[src/hw/rtl/ssd_pkg.sv]
package ssd_pkg;

  // item kinds on the input channel
  typedef enum logic [1:0] {
    KIND_TICK = 2'd0,
    KIND_CHAR = 2'd1,
    KIND_ON   = 2'd2,
    KIND_OFF  = 2'd3
  } kind_e;

  // one text character on its way to the segment store
  typedef struct packed {
    logic       put;
    logic       start;
    logic [7:0] code;
  } ssd_wr_t;

  localparam logic [7:0]  FontFirst  = 8'h20;
  localparam logic [7:0]  FontLast   = 8'h7A;
  localparam logic [7:0]  DotCode    = 8'h2E;
  localparam logic [6:0]  SegZero    = 7'h3F;
  localparam logic [15:0] ResetDelay = 16'd500;
  localparam int          FontDepth  = 91;

  // bit 7 is the decimal point
  localparam logic [7:0] FontRom [FontDepth] = '{
    8'h00, 8'h86, 8'h22, 8'h00, 8'h00, 8'h00, 8'h00, 8'h02,
    8'h39, 8'h0F, 8'h00, 8'h00, 8'h80, 8'h40, 8'h80, 8'h52,
    8'h3F, 8'h06, 8'h5B, 8'h4F, 8'h66, 8'h6D, 8'h7D, 8'h07,
    8'h7F, 8'h6F, 8'h09, 8'h48, 8'h00, 8'h48, 8'h00, 8'h08,
    8'h00, 8'h77, 8'h7C, 8'h39, 8'h5E, 8'h79, 8'h71, 8'h3D,
    8'h76, 8'h30, 8'h1E, 8'h72, 8'h38, 8'h37, 8'h54, 8'h5C,
    8'h73, 8'h67, 8'h50, 8'h6D, 8'h78, 8'h1C, 8'h3E, 8'h6A,
    8'h49, 8'h6E, 8'h5B, 8'h39, 8'h64, 8'h0F, 8'h23, 8'h08,
    8'h00,
    8'h77, 8'h7C, 8'h39, 8'h5E, 8'h79, 8'h71, 8'h3D, 8'h76,
    8'h30, 8'h1E, 8'h72, 8'h38, 8'h37, 8'h54, 8'h5C, 8'h73,
    8'h67, 8'h50, 8'h6D, 8'h78, 8'h1C, 8'h3E, 8'h6A, 8'h49,
    8'h6E, 8'h5B
  };

  // codes outside the font come out blank
  function automatic logic [7:0] ssd_encode(input logic [7:0] code);
    logic [7:0] idx;
    idx = code - FontFirst;
    if (code < FontFirst || code > FontLast) begin
      return 8'h00;
    end
    return FontRom[idx[6:0]];
  endfunction

endpackage

[src/hw/rtl/ssd_text_store.sv]
module ssd_text_store #(
  parameter int DIGITS = 12,
  parameter int CNT_W  = $clog2(DIGITS + 1),
  parameter int IDX_W  = (DIGITS > 1) ? $clog2(DIGITS) : 1
) (
  input  logic             clk_i,
  input  logic             rst_ni,
  input  ssd_pkg::ssd_wr_t wr_i,
  input  logic [IDX_W-1:0] rd_idx_i,
  output logic [7:0]       rd_seg_o,
  output logic [CNT_W-1:0] text_len_o
);
  import ssd_pkg::*;

  localparam logic [IDX_W:0] Depth = (IDX_W + 1)'(DIGITS);

  // segments and decimal points kept apart so a dot is a plain bit set
  logic [6:0]       seg_q [DIGITS];
  logic             dp_q  [DIGITS];
  // write pointer and text length always move together, one register
  logic [CNT_W-1:0] wp_q, wp_d;
  logic [CNT_W-1:0] wp_eff;
  logic [7:0]       glyph;
  logic             room;
  logic             is_dot;
  logic             wr_seg;
  logic             wr_dp;
  logic [CNT_W-1:0] dp_idx;

  always_comb begin
    wp_eff = wr_i.start ? '0 : wp_q;
    glyph  = ssd_encode(wr_i.code);
    room   = wp_eff < CNT_W'(DIGITS);
    is_dot = wr_i.code == DotCode;
    wr_seg = wr_i.put && room && !is_dot;
    wr_dp  = wr_i.put && room && is_dot && (wp_eff != '0);
    dp_idx = wp_eff - CNT_W'(1);
    wp_d   = wr_seg ? wp_eff + CNT_W'(1) : (wr_i.put ? wp_eff : wp_q);
  end

  always_ff @(posedge clk_i or negedge rst_ni) begin
    if (!rst_ni) begin
      wp_q <= '0;
      for (int i = 0; i < DIGITS; i++) begin
        seg_q[i] <= (i < 3) ? SegZero : 7'h00;
        dp_q[i]  <= (i == 2);
      end
    end else begin
      wp_q <= wp_d;
      for (int i = 0; i < DIGITS; i++) begin
        if (wr_i.put && wr_i.start) begin
          seg_q[i] <= 7'h00;
          dp_q[i]  <= 1'b0;
        end
        if (wr_seg && wp_eff == CNT_W'(i)) begin
          seg_q[i] <= glyph[6:0];
          dp_q[i]  <= glyph[7];
        end
        if (wr_dp && dp_idx == CNT_W'(i)) begin
          dp_q[i] <= 1'b1;
        end
      end
    end
  end

  assign rd_seg_o   = ({1'b0, rd_idx_i} < Depth) ? {dp_q[rd_idx_i], seg_q[rd_idx_i]} : 8'h00;
  assign text_len_o = wp_q;

endmodule

[src/hw/rtl/ssd_serializer.sv]
module ssd_serializer #(
  parameter int FRAME_W = 20,
  parameter int BIT_W   = $clog2(FRAME_W + 1)
) (
  input  logic               clk_i,
  input  logic               rst_ni,
  input  logic               load_i,
  input  logic [FRAME_W-1:0] frame_i,
  output logic               can_load_o,
  output logic               out_valid_o,
  input  logic               out_ready_i,
  output logic               serial_bit_o,
  output logic               frame_last_o
);

  logic [FRAME_W-1:0] frame_q;
  logic [BIT_W-1:0]   left_q;
  logic               pop;

  assign pop        = out_valid_o && out_ready_i;
  assign can_load_o = (left_q == '0) || (left_q == BIT_W'(1) && out_ready_i);

  always_ff @(posedge clk_i or negedge rst_ni) begin
    if (!rst_ni) begin
      left_q <= '0;
    end else if (load_i) begin
      left_q <= BIT_W'(FRAME_W);
    end else if (pop) begin
      left_q <= left_q - BIT_W'(1);
    end
  end

  // lsb goes out first
  always_ff @(posedge clk_i) begin
    if (load_i) begin
      frame_q <= frame_i;
    end else if (pop) begin
      frame_q <= frame_q >> 1;
    end
  end

  assign out_valid_o  = left_q != '0;
  assign serial_bit_o = frame_q[0];
  assign frame_last_o = left_q == BIT_W'(1);

endmodule

[src/hw/rtl/seven_segment_scan_driver.sv]
// a frame word passes the input register, then the serializer frame register
// throughput: one input word per cycle while no frame is waiting; a frame is
//   DIGITS + 8 bit words, one per output handshake, and the next frame word
//   waits in the input register until the last bit of the current one leaves
// reset: first three digits hold 0, 0 and 0 with its point, start-up countdown 500
module seven_segment_scan_driver #(
  parameter int DIGITS = 12
) (
  input  logic        clk_i,
  input  logic        rst_ni,
  input  logic        in_valid_i,
  output logic        in_ready_o,
  input  logic [1:0]  kind_i,
  input  logic [7:0]  char_code_i,
  input  logic        string_start_i,
  output logic        out_valid_o,
  input  logic        out_ready_i,
  output logic        serial_bit_o,
  output logic        frame_last_o,
  input  logic        startup_delay_we_i,
  input  logic [15:0] startup_delay_i
);
  import ssd_pkg::*;

  localparam int FrameW = DIGITS + 8;
  localparam int CntW   = $clog2(DIGITS + 1);
  localparam int IdxW   = (DIGITS > 1) ? $clog2(DIGITS) : 1;

  // input register
  logic       in_vld_q;
  kind_e      kind_q;
  logic [7:0] code_q;
  logic       start_q;

  // scan state
  logic [15:0]     cd_q, cd_d;      // 0 off, 1 scanning, above 1 counting down
  logic [CntW-1:0] scan_q, scan_d;

  logic              adv;           // input register word retires this cycle
  logic              emits;         // word produces a frame
  logic              scanning;
  logic              ser_can_load;
  logic              ser_load;
  logic [FrameW-1:0] frame;
  logic [DIGITS-1:0] sel_mask;
  logic [CntW-1:0]   sel_bit;
  logic [CntW-1:0]   text_len;
  logic [7:0]        rd_seg;
  ssd_wr_t           wr;

  // a word that makes no frame always retires; a frame word needs the serializer
  assign scanning   = (cd_q == 16'd1) && (scan_q < CntW'(DIGITS));
  assign emits      = (kind_q == KIND_OFF) || (kind_q == KIND_TICK && scanning);
  assign adv        = in_vld_q && (!emits || ser_can_load);
  assign in_ready_o = !in_vld_q || adv;
  assign ser_load   = adv && emits;

  always_ff @(posedge clk_i or negedge rst_ni) begin
    if (!rst_ni) begin
      in_vld_q <= 1'b0;
    end else if (in_ready_o) begin
      in_vld_q <= in_valid_i;
    end
  end

  always_ff @(posedge clk_i) begin
    if (in_valid_i && in_ready_o) begin
      kind_q  <= kind_e'(kind_i);
      code_q  <= char_code_i;
      start_q <= string_start_i;
    end
  end

  // text path into the segment store
  always_comb begin
    wr.put   = adv && (kind_q == KIND_CHAR);
    wr.start = start_q;
    wr.code  = code_q;
  end

  ssd_text_store #(
    .DIGITS (DIGITS)
  ) u_store (
    .clk_i      (clk_i),
    .rst_ni     (rst_ni),
    .wr_i       (wr),
    .rd_idx_i   (scan_q[IdxW-1:0]),
    .rd_seg_o   (rd_seg),
    .text_len_o (text_len)
  );

  // countdown and scan position
  always_comb begin
    cd_d   = cd_q;
    scan_d = scan_q;
    if (adv) begin
      case (kind_q)
        KIND_ON:  cd_d = 16'd1;
        KIND_OFF: cd_d = 16'd0;
        KIND_TICK: begin
          if (cd_q > 16'd1) begin
            cd_d = cd_q - 16'd1;
          end else if (cd_q == 16'd1) begin
            scan_d = scanning ? scan_q + CntW'(1) : '0;
          end
        end
        default: ;
      endcase
    end
    // a register write reloads the countdown
    if (startup_delay_we_i) begin
      cd_d = startup_delay_i;
    end
  end

  always_ff @(posedge clk_i or negedge rst_ni) begin
    if (!rst_ni) begin
      cd_q   <= ResetDelay;
      scan_q <= '0;
    end else begin
      cd_q   <= cd_d;
      scan_q <= scan_d;
    end
  end

  // active-low digit select, text positions run right to left
  always_comb begin
    sel_bit = (scan_q < text_len) ? text_len - scan_q - CntW'(1) : scan_q;
    for (int i = 0; i < DIGITS; i++) begin
      sel_mask[i] = sel_bit != CntW'(i);
    end
    // display off sends an all-zero frame
    frame = (kind_q == KIND_OFF) ? '0 : {rd_seg, sel_mask};
  end

  ssd_serializer #(
    .FRAME_W (FrameW)
  ) u_ser (
    .clk_i        (clk_i),
    .rst_ni       (rst_ni),
    .load_i       (ser_load),
    .frame_i      (frame),
    .can_load_o   (ser_can_load),
    .out_valid_o  (out_valid_o),
    .out_ready_i  (out_ready_i),
    .serial_bit_o (serial_bit_o),
    .frame_last_o (frame_last_o)
  );

`ifndef SYNTHESIS
  a_load_free : assert property (@(posedge clk_i) disable iff (!rst_ni)
    ser_load |-> ser_can_load)
    else $error("frame loaded over a frame in flight");

  a_stall_holds : assert property (@(posedge clk_i) disable iff (!rst_ni)
    (in_vld_q && emits && !ser_can_load) |=> (in_vld_q && $stable(kind_q)))
    else $error("stalled frame word lost");

  a_off_stops : assert property (@(posedge clk_i) disable iff (!rst_ni)
    (adv && kind_q == KIND_OFF && !startup_delay_we_i) |=> (cd_q == 16'd0))
    else $error("display off did not stop scanning");
`endif

endmodule

[config.mk]
export PLATFORM = sky130hd
export DESIGN_NAME = seven_segment_scan_driver
export DESIGN_NICKNAME = d
export VERILOG_FILES = /design/src/hw/rtl/ssd_pkg.sv /design/src/hw/rtl/ssd_text_store.sv /design/src/hw/rtl/ssd_serializer.sv /design/src/hw/rtl/seven_segment_scan_driver.sv
export SDC_FILE = /design/constraint.sdc
export NUM_CORES = 1
export LEC_CHECK = 0
export CAP_MARGIN = 10
export CELL_PAD_IN_SITES_DETAIL_PLACEMENT = 1
export CELL_PAD_IN_SITES_GLOBAL_PLACEMENT = 1
export CORE_AREA = 10 10 143 145
export CTS_CLUSTER_DIAMETER = 50
export DETAILED_ROUTE_END_ITERATION = 8
export DIE_AREA = 0 0 153 155
export DONT_BUFFER_PORTS = 1
export PLACE_DENSITY_LB_ADDON = 0.2
export SLEW_MARGIN = 20
export SYNTH_ARGS = -nofsm -noshare
export SYNTH_HDL_FRONTEND = slang
export SYNTH_SLANG_ARGS = --single-unit
[constraint.sdc]
create_clock -name clk_i -period 5.1 [get_ports clk_i]
set_clock_uncertainty 0.1 [all_clocks]
set_input_delay 0 -clock clk_i [delete_from_list [all_inputs] [get_ports clk_i]]
set_output_delay 0 -clock clk_i [all_outputs]
set_load 0.1 [all_outputs]
Word level (Yosys, flattened, before mapping)
Memories as Yosys holds them, arrays and structs flattened.
Cells that the tools add are included.
W data, S select, Z words.
{"block": "op_classes", "magnitude_cmp": 9, "addsub": 8, "n_eq_ne": 40, "n_reduce_logical": 82, "n_mux": 64, "bitwise_logic": 3}
{"cell": "$mux W7", "count": 15}
{"cell": "$mux W20", "count": 3}
{"cell": "$mux W16", "count": 3}
{"cell": "$pmux W16 S3", "count": 1}
{"cell": "$mux W8", "count": 5}
{"cell": "$logic_and A1 B1 Y1", "count": 37}
{"cell": "$reduce_bool A3 Y1", "count": 12}
{"cell": "$eq A4 B3 Y1 const B", "count": 8}
{"cell": "$eq A4 B4 Y1 const B", "count": 8}
{"cell": "$reduce_bool A2 Y1", "count": 15}
{"cell": "$bmux W7 S4", "count": 1}
{"cell": "$mux W1", "count": 28}
{"cell": "$mux W4", "count": 5}
{"cell": "$eq A16 B1 Y1 const B", "count": 1}
{"cell": "$eq A4 B2 Y1 const B", "count": 4}
{"cell": "$gt A16 B1 Y1 const B", "count": 1}
{"cell": "$ne A4 B3 Y1 const B", "count": 4}
{"cell": "$ne A4 B4 Y1 const B", "count": 4}
{"cell": "$sub A16 B1 Y16 const B", "count": 1}
{"cell": "$lt A4 B4 Y1 const B", "count": 3}
{"cell": "$reduce_bool A4 Y1", "count": 3}
{"cell": "$mux W5", "count": 2}
{"cell": "$add A4 B1 Y4 const B", "count": 2}
{"cell": "$eq A4 B1 Y1 const B", "count": 2}
{"cell": "28 further kinds", "count": 38}
{"block": "word_totals", "ff_bits": 157, "output_inout_bits": 4, "in_bits": 32, "rom_bits": 1024, "memories": 1}
{"name": "(no name shown)", "depth": 128, "word_bits": 8, "read_ports": 1, "rd_ports_with_merged_regs": 0, "write_ports": 0, "line": "ssd_pkg.sv:49", "rtl": "return FontRom[idx[6:0]];"}

Longest topological paths before layout
{"block": "depth", "depth_word": 13, "mapped_depth": 12}

Hierarchy
From an unflattened synthesis, not the netlist that was laid out.
{"block": "unflattened", "hier_cells": 943, "area_unflattened_um2": 9575.4}
{"module": "ssd_text_store", "area_per_inst_um2": 6120.9, "cells_each": 609, "instances": 1, "seq_area_each_um2": 2526.2}
{"module": "seven_segment_scan_driver", "area_per_inst_um2": 2321.0, "cells_each": 261, "instances": 1, "seq_area_each_um2": 863.3}
{"module": "ssd_serializer", "area_per_inst_um2": 1133.6, "cells_each": 73, "instances": 1, "seq_area_each_um2": 725.7}

Least setup slack after synthesis
Ideal clock, no wire load.
{"block": "synth_path", "kind": "flip-flop to flip-flop", "startpoint": "register kind_q[0]", "endpoint": "register code_q[0], enable pin", "path_stages_with_launch": 10, "required_time_ns": 4.651, "n_path_buf": 1, "setup_slack_ns": 2.070, "setup_ns": 0.349, "t_arrival_ns": 2.581, "period_less_slack_ns": 3.030, "path_cell_list": "edfxtp_1 inv_1 ha_1 nor3b_1 and4_1 buf_2 a21oi_2 nor2_1 nand2_1 and2_1"}
{"block": "synth_via", "elab_chain_len": 8, "word_cells_on_any_way": 9}
{"item": "start: declaration", "line": "seven_segment_scan_driver.sv:31", "rtl": "kind_e kind_q;"}
{"item": "start signal: assignment", "line": "seven_segment_scan_driver.sv:68", "rtl": "kind_q <= kind_e'(kind_i);"}
{"item": "$logic_not A2 Y1", "line": "seven_segment_scan_driver.sv:53", "rtl": "assign emits = (kind_q == KIND_OFF) || (kind_q == KIND_TICK && scanning);"}
{"item": "$logic_and A1 B1 Y1", "line": "seven_segment_scan_driver.sv:53"}
{"item": "$logic_or A1 B1 Y1 *", "line": "seven_segment_scan_driver.sv:53"}
{"item": "$logic_not A1 Y1 *", "line": "seven_segment_scan_driver.sv:54", "rtl": "assign adv = in_vld_q && (!emits || ser_can_load);"}
{"item": "$logic_or A1 B1 Y1 *", "line": "seven_segment_scan_driver.sv:54"}
{"item": "$logic_and A1 B1 Y1 *", "line": "seven_segment_scan_driver.sv:54"}
{"item": "$logic_or A1 B1 Y1 *", "line": "seven_segment_scan_driver.sv:55", "rtl": "assign in_ready_o = !in_vld_q || adv;"}
{"item": "named net in_ready_o", "line": "seven_segment_scan_driver.sv:12", "rtl": "output logic in_ready_o,"}
{"item": "$logic_and A1 B1 Y1 *", "line": "seven_segment_scan_driver.sv:67", "rtl": "if (in_valid_i && in_ready_o) begin"}
{"item": "end signal: assignment", "line": "seven_segment_scan_driver.sv:69", "rtl": "code_q <= char_code_i;"}
{"item": "end: declaration", "line": "seven_segment_scan_driver.sv:32", "rtl": "logic [7:0] code_q;"}
Mark *: on every way through the listed nets, which the timed path passes. The rest lies on a longest branch.
A chain may end at the register's enable or synchronous reset.

Worst setup path in the final report
{"block": "layout_path", "startpoint": "register code_q[2]", "endpoint": "register u_store.seg_q[29] (netlist name)"}
{"block": "layout_via", "elab_chain_len": 7, "word_cells_on_any_way": 16}
{"item": "$sub A7 B6 Y7", "line": "ssd_pkg.sv:45", "rtl": "idx = code - FontFirst;"}
{"item": "$not A7 Y8 (not written as such)", "line": "ssd_pkg.sv:49"}
{"item": "$mem_v2 Z128 W8"}
{"item": "$mux W8 (not written as such) (2 in series)", "line": "ssd_pkg.sv:49"}
{"item": "$mux W8", "line": "ssd_pkg.sv:49"}
{"item": "$mux W7", "line": "ssd_text_store.sv:55", "rtl": "if (wr_seg && wp_eff == CNT_W'(i)) begin"}
{"item": "end signal: indexed assignment", "line": "ssd_text_store.sv:45", "rtl": "seg_q[i] <= (i < 3) ? SegZero : 7'h00;"}
{"item": "end signal: indexed assignment", "line": "ssd_text_store.sv:56", "rtl": "seg_q[i] <= glyph[6:0];"}
{"item": "end: declaration", "line": "ssd_text_store.sv:18", "rtl": "logic [6:0] seg_q [DIGITS];"}
Parallel ways exist; a longest one is shown, timed or not. The select of a mux whose other input is x is not followed.

==> run summary <==
hold_sp: startup_delay_we_i
# Post-CTS Setup Buffers: 0
Placer Congestion: 0.9363
H-tree levels: 4
main flop type after synthesis: dfrtp_1
Die W: 153 µm
drt first pass iters: 5
Crit. End Element: register
Die ar.: 23720 µm²
most frequent cells in the layout: nand3_1 (122), dfrtp_1 (100), nand2_1 (72), o21ai_0 (71), nor2_1 (45)
CP required: 5.26 ns
via count: 8170
Finished Core Util: 0.5894
post-synthesis sequential element count: 157
CP Launch Point: code_q[2]$_DFFE_PP_
Gate Count Post-Synth: 969
fmax: 258.6 MHz
number of fill cells: 1961
routed len/inst: 24.91 µm
Peak VDD IR: 0.2440 mV
CTS tree: done
RSZ-0062 raised after global routing: no
syn avg cell area: 9.840 µm²
initial antenna violation count: 2
Via density: 6.825
hold_buf cts: 32
Core ar.: 17660 µm²
most common cell after layout, fill and taps aside: nand3_1
root buffer cell: clkbuf_16
PortBufs: 0
largest net degree at the start of global routing: 127
row cnt: 49
Layout Area Growth over Synthesis: 9.146%
global-route wire length before repair: 47.80 mm
fin crit share: 0.7582
share of synthesized registers carrying an async set or reset: 0.8025
Clock Sinks: 157
Worst-Skew Late Latency: 0.44 ns
synthesized area: 9535 µm²
HP Class: input pin to register
final setup violation count: 0
CTS resizes: 0
Initial Utilization: 0.5400
Synth cell types: 81
hold_ws: -0.004459 ns
Post-Syn Nets: 1032
Worst-path clk slew: 0.07 ns
number of I/O pins: 36
DRC viols: 0
GR Util All Layers: 0.2465
worst reg2reg startpoint: code_q[2]$_DFFE_PP_
P per Cell Area: 352.2 nW/µm²
actual slew at the worst max-slew pin: 1.028 ns
crit-path max FO: 35
EDFF count, synth: 31
critical path type: register to register
Tmin final: 3.867 ns
CTS buffer count: 17
share of layout cells above drive strength 1: 0.1368
Setup TNS: 0 ns
Hold Vio Cnt, Final: 1
Max Cap Viol: 0
Die Height: 155 µm
Slew Limit Headroom: 0.3147
WP data arrival: 4.03 ns
failing checks: hold timing
Worst setup SP type: register
Antenna Violating Nets Remaining: 0
CTS Buffer Depth: 2
Seq/Total Area, Yosys: 0.4316
DRT Wirelength: 29.81 mm
Slew Limit Fails: 0
nets: 1015
synth warn: 0
total grt overflow: 0
run status: finished, violations left
Lkg Pwr: 0.003918 µW
dpl hpwl: 19.13 mm
drt initial violations: 679
vias in the first global route: 8763
## cell type report
cell class / count / area [µm²] / share of cell area
repair buffers: 47 / 445.4 / 0.04280
flip-flops and latches: 157 / 4116 / 0.3955
inverters: 25 / 93.84 / 0.009017
multi-input cells: 704 / 4893 / 0.4702
clock inverters: 13 / 121.4 / 0.01166
diodes: 3 / 7.507 / 0.0007213
well taps: 229 / 286.5 / 0.02753
clock buffers: 19 / 442.9 / 0.04256
## synth_stat cells, drive strengths merged (3+ instances only)
master | instances | share of area
and2 | 8 | 0.0052
o211ai | 16 | 0.013
nand4 | 20 | 0.013
inv | 24 | 0.0094
clkbuf | 30 | 0.012
a31o | 8 | 0.0073
or2 | 9 | 0.0059
o2111ai | 5 | 0.0064
a22o | 7 | 0.0064
a21oi | 25 | 0.014
a211o | 4 | 0.0037
nor2 | 48 | 0.019
nor3 | 28 | 0.015
dfstp | 25 | 0.069
a211oi | 3 | 0.0024
a31oi | 8 | 0.0052
o21bai | 3 | 0.0024
nor3b | 5 | 0.0045
nand2b | 13 | 0.0085
nand3 | 123 | 0.065
o221ai | 5 | 0.0046
nand4b | 3 | 0.0028
mux2i | 13 | 0.014
or4 | 5 | 0.0039
nor2b | 10 | 0.0066
xor2 | 4 | 0.0037
nor4 | 13 | 0.013
a32o | 13 | 0.014
o22ai | 3 | 0.0020
edfxtp | 31 | 0.098
a32oi | 7 | 0.0064
or3 | 5 | 0.0033
o21ai | 89 | 0.047
ha | 30 | 0.039
and3 | 10 | 0.0066
xnor2 | 10 | 0.0092
nand2 | 72 | 0.028
o31ai | 13 | 0.011
buf | 53 | 0.035
mux4 | 25 | 0.059
o311ai | 4 | 0.0037
a2111oi | 3 | 0.0047
nand3b | 5 | 0.0039
dfrtp | 101 | 0.27
## path summary, 6_finish.rpt
check                      slack, ns                       endpoint  cells after the start
setup / recovery                1.23  u_store.seg_q[29]$_DFFE_PN0P_                      8
hold / removal                -0.004            cd_q[7]$_DFFE_PN1P_                      3
setup reg to reg                1.23  u_store.seg_q[29]$_DFFE_PN0P_                      8
hold reg to reg                 0.39  u_store.seg_q[78]$_DFFE_PN1P_                      2
max in group asynchronous       4.27    u_store.dp_q[3]$_DFFE_PN0P_                      2
min in group asynchronous       0.07           cd_q[11]$_DFFE_PN0P_                      2
## layer usage
layer / track usage / share of wire / up-vias
met3: 0.04025 / 0.049 / 67
met4: 0.09401 / 0.023 / 0
met5: 0 / 0 / -
li1: - / - / 3608
met1: 0.2949 / 0.41 / 4229
met2: 0.4359 / 0.52 / 266
## critical path: stages, from the launching register on
cell	delay (ns)
edfxtp_1	1.03
clkinv_1	0.61
ha_1	0.46
nand2b_1	0.06
and4b_1	0.17
a21oi_1	0.17
a21oi_1	0.10
o2111ai_1	0.75
o21ai_0	0.25
## flip-flops by register name, summed over array words and instances (netlist names)
register            flops
u_store.dp_q           12
start_q                 1
kind_q                  2
scan_q                  4
in_vld_q                1
code_q                  8
u_ser.frame_q          20
u_ser.left_q            5
cd_q                   16
u_store.text_len_o      4
u_store.seg_q          84
## power breakdown
| part | switching [µW] | internal (µW) |
|---|---|---|
| combinational | 535 | 293 |
| clock | 590 | 661 |
| sequential | 145 | 1440 |
| total | 1270 | 2390 |
## logic make-up after synthesis
family                     Yosys count  share of synthesized area
AOI/OAI and AO/OA                  235                     0.1710
adders and majority gates           31                    0.04146
muxes                               40                    0.07506
xor gates and xnor gates            14                    0.01286
buffers and inverters              108                    0.05655
DFF                                157                     0.4316
and+or+nand+nor                    384                     0.2115
## stage by stage
step / total power [µW] / worst slack, ns / area, µm² / instances
after global routing: 3825 / 0.8807 / 10410 / 1197
after global placement: 2300 / 1.559 / 9468 / 1127
after floorplan: 2161 / 2.070 / 9535 / 969
after CTS: 3650 / 1.285 / 10370 / 1191
final: 3665 / 1.233 / 10410 / 1197
after detailed placement: 2358 / 1.342 / 9468 / 1127
(Power assumes the default switching activity.)
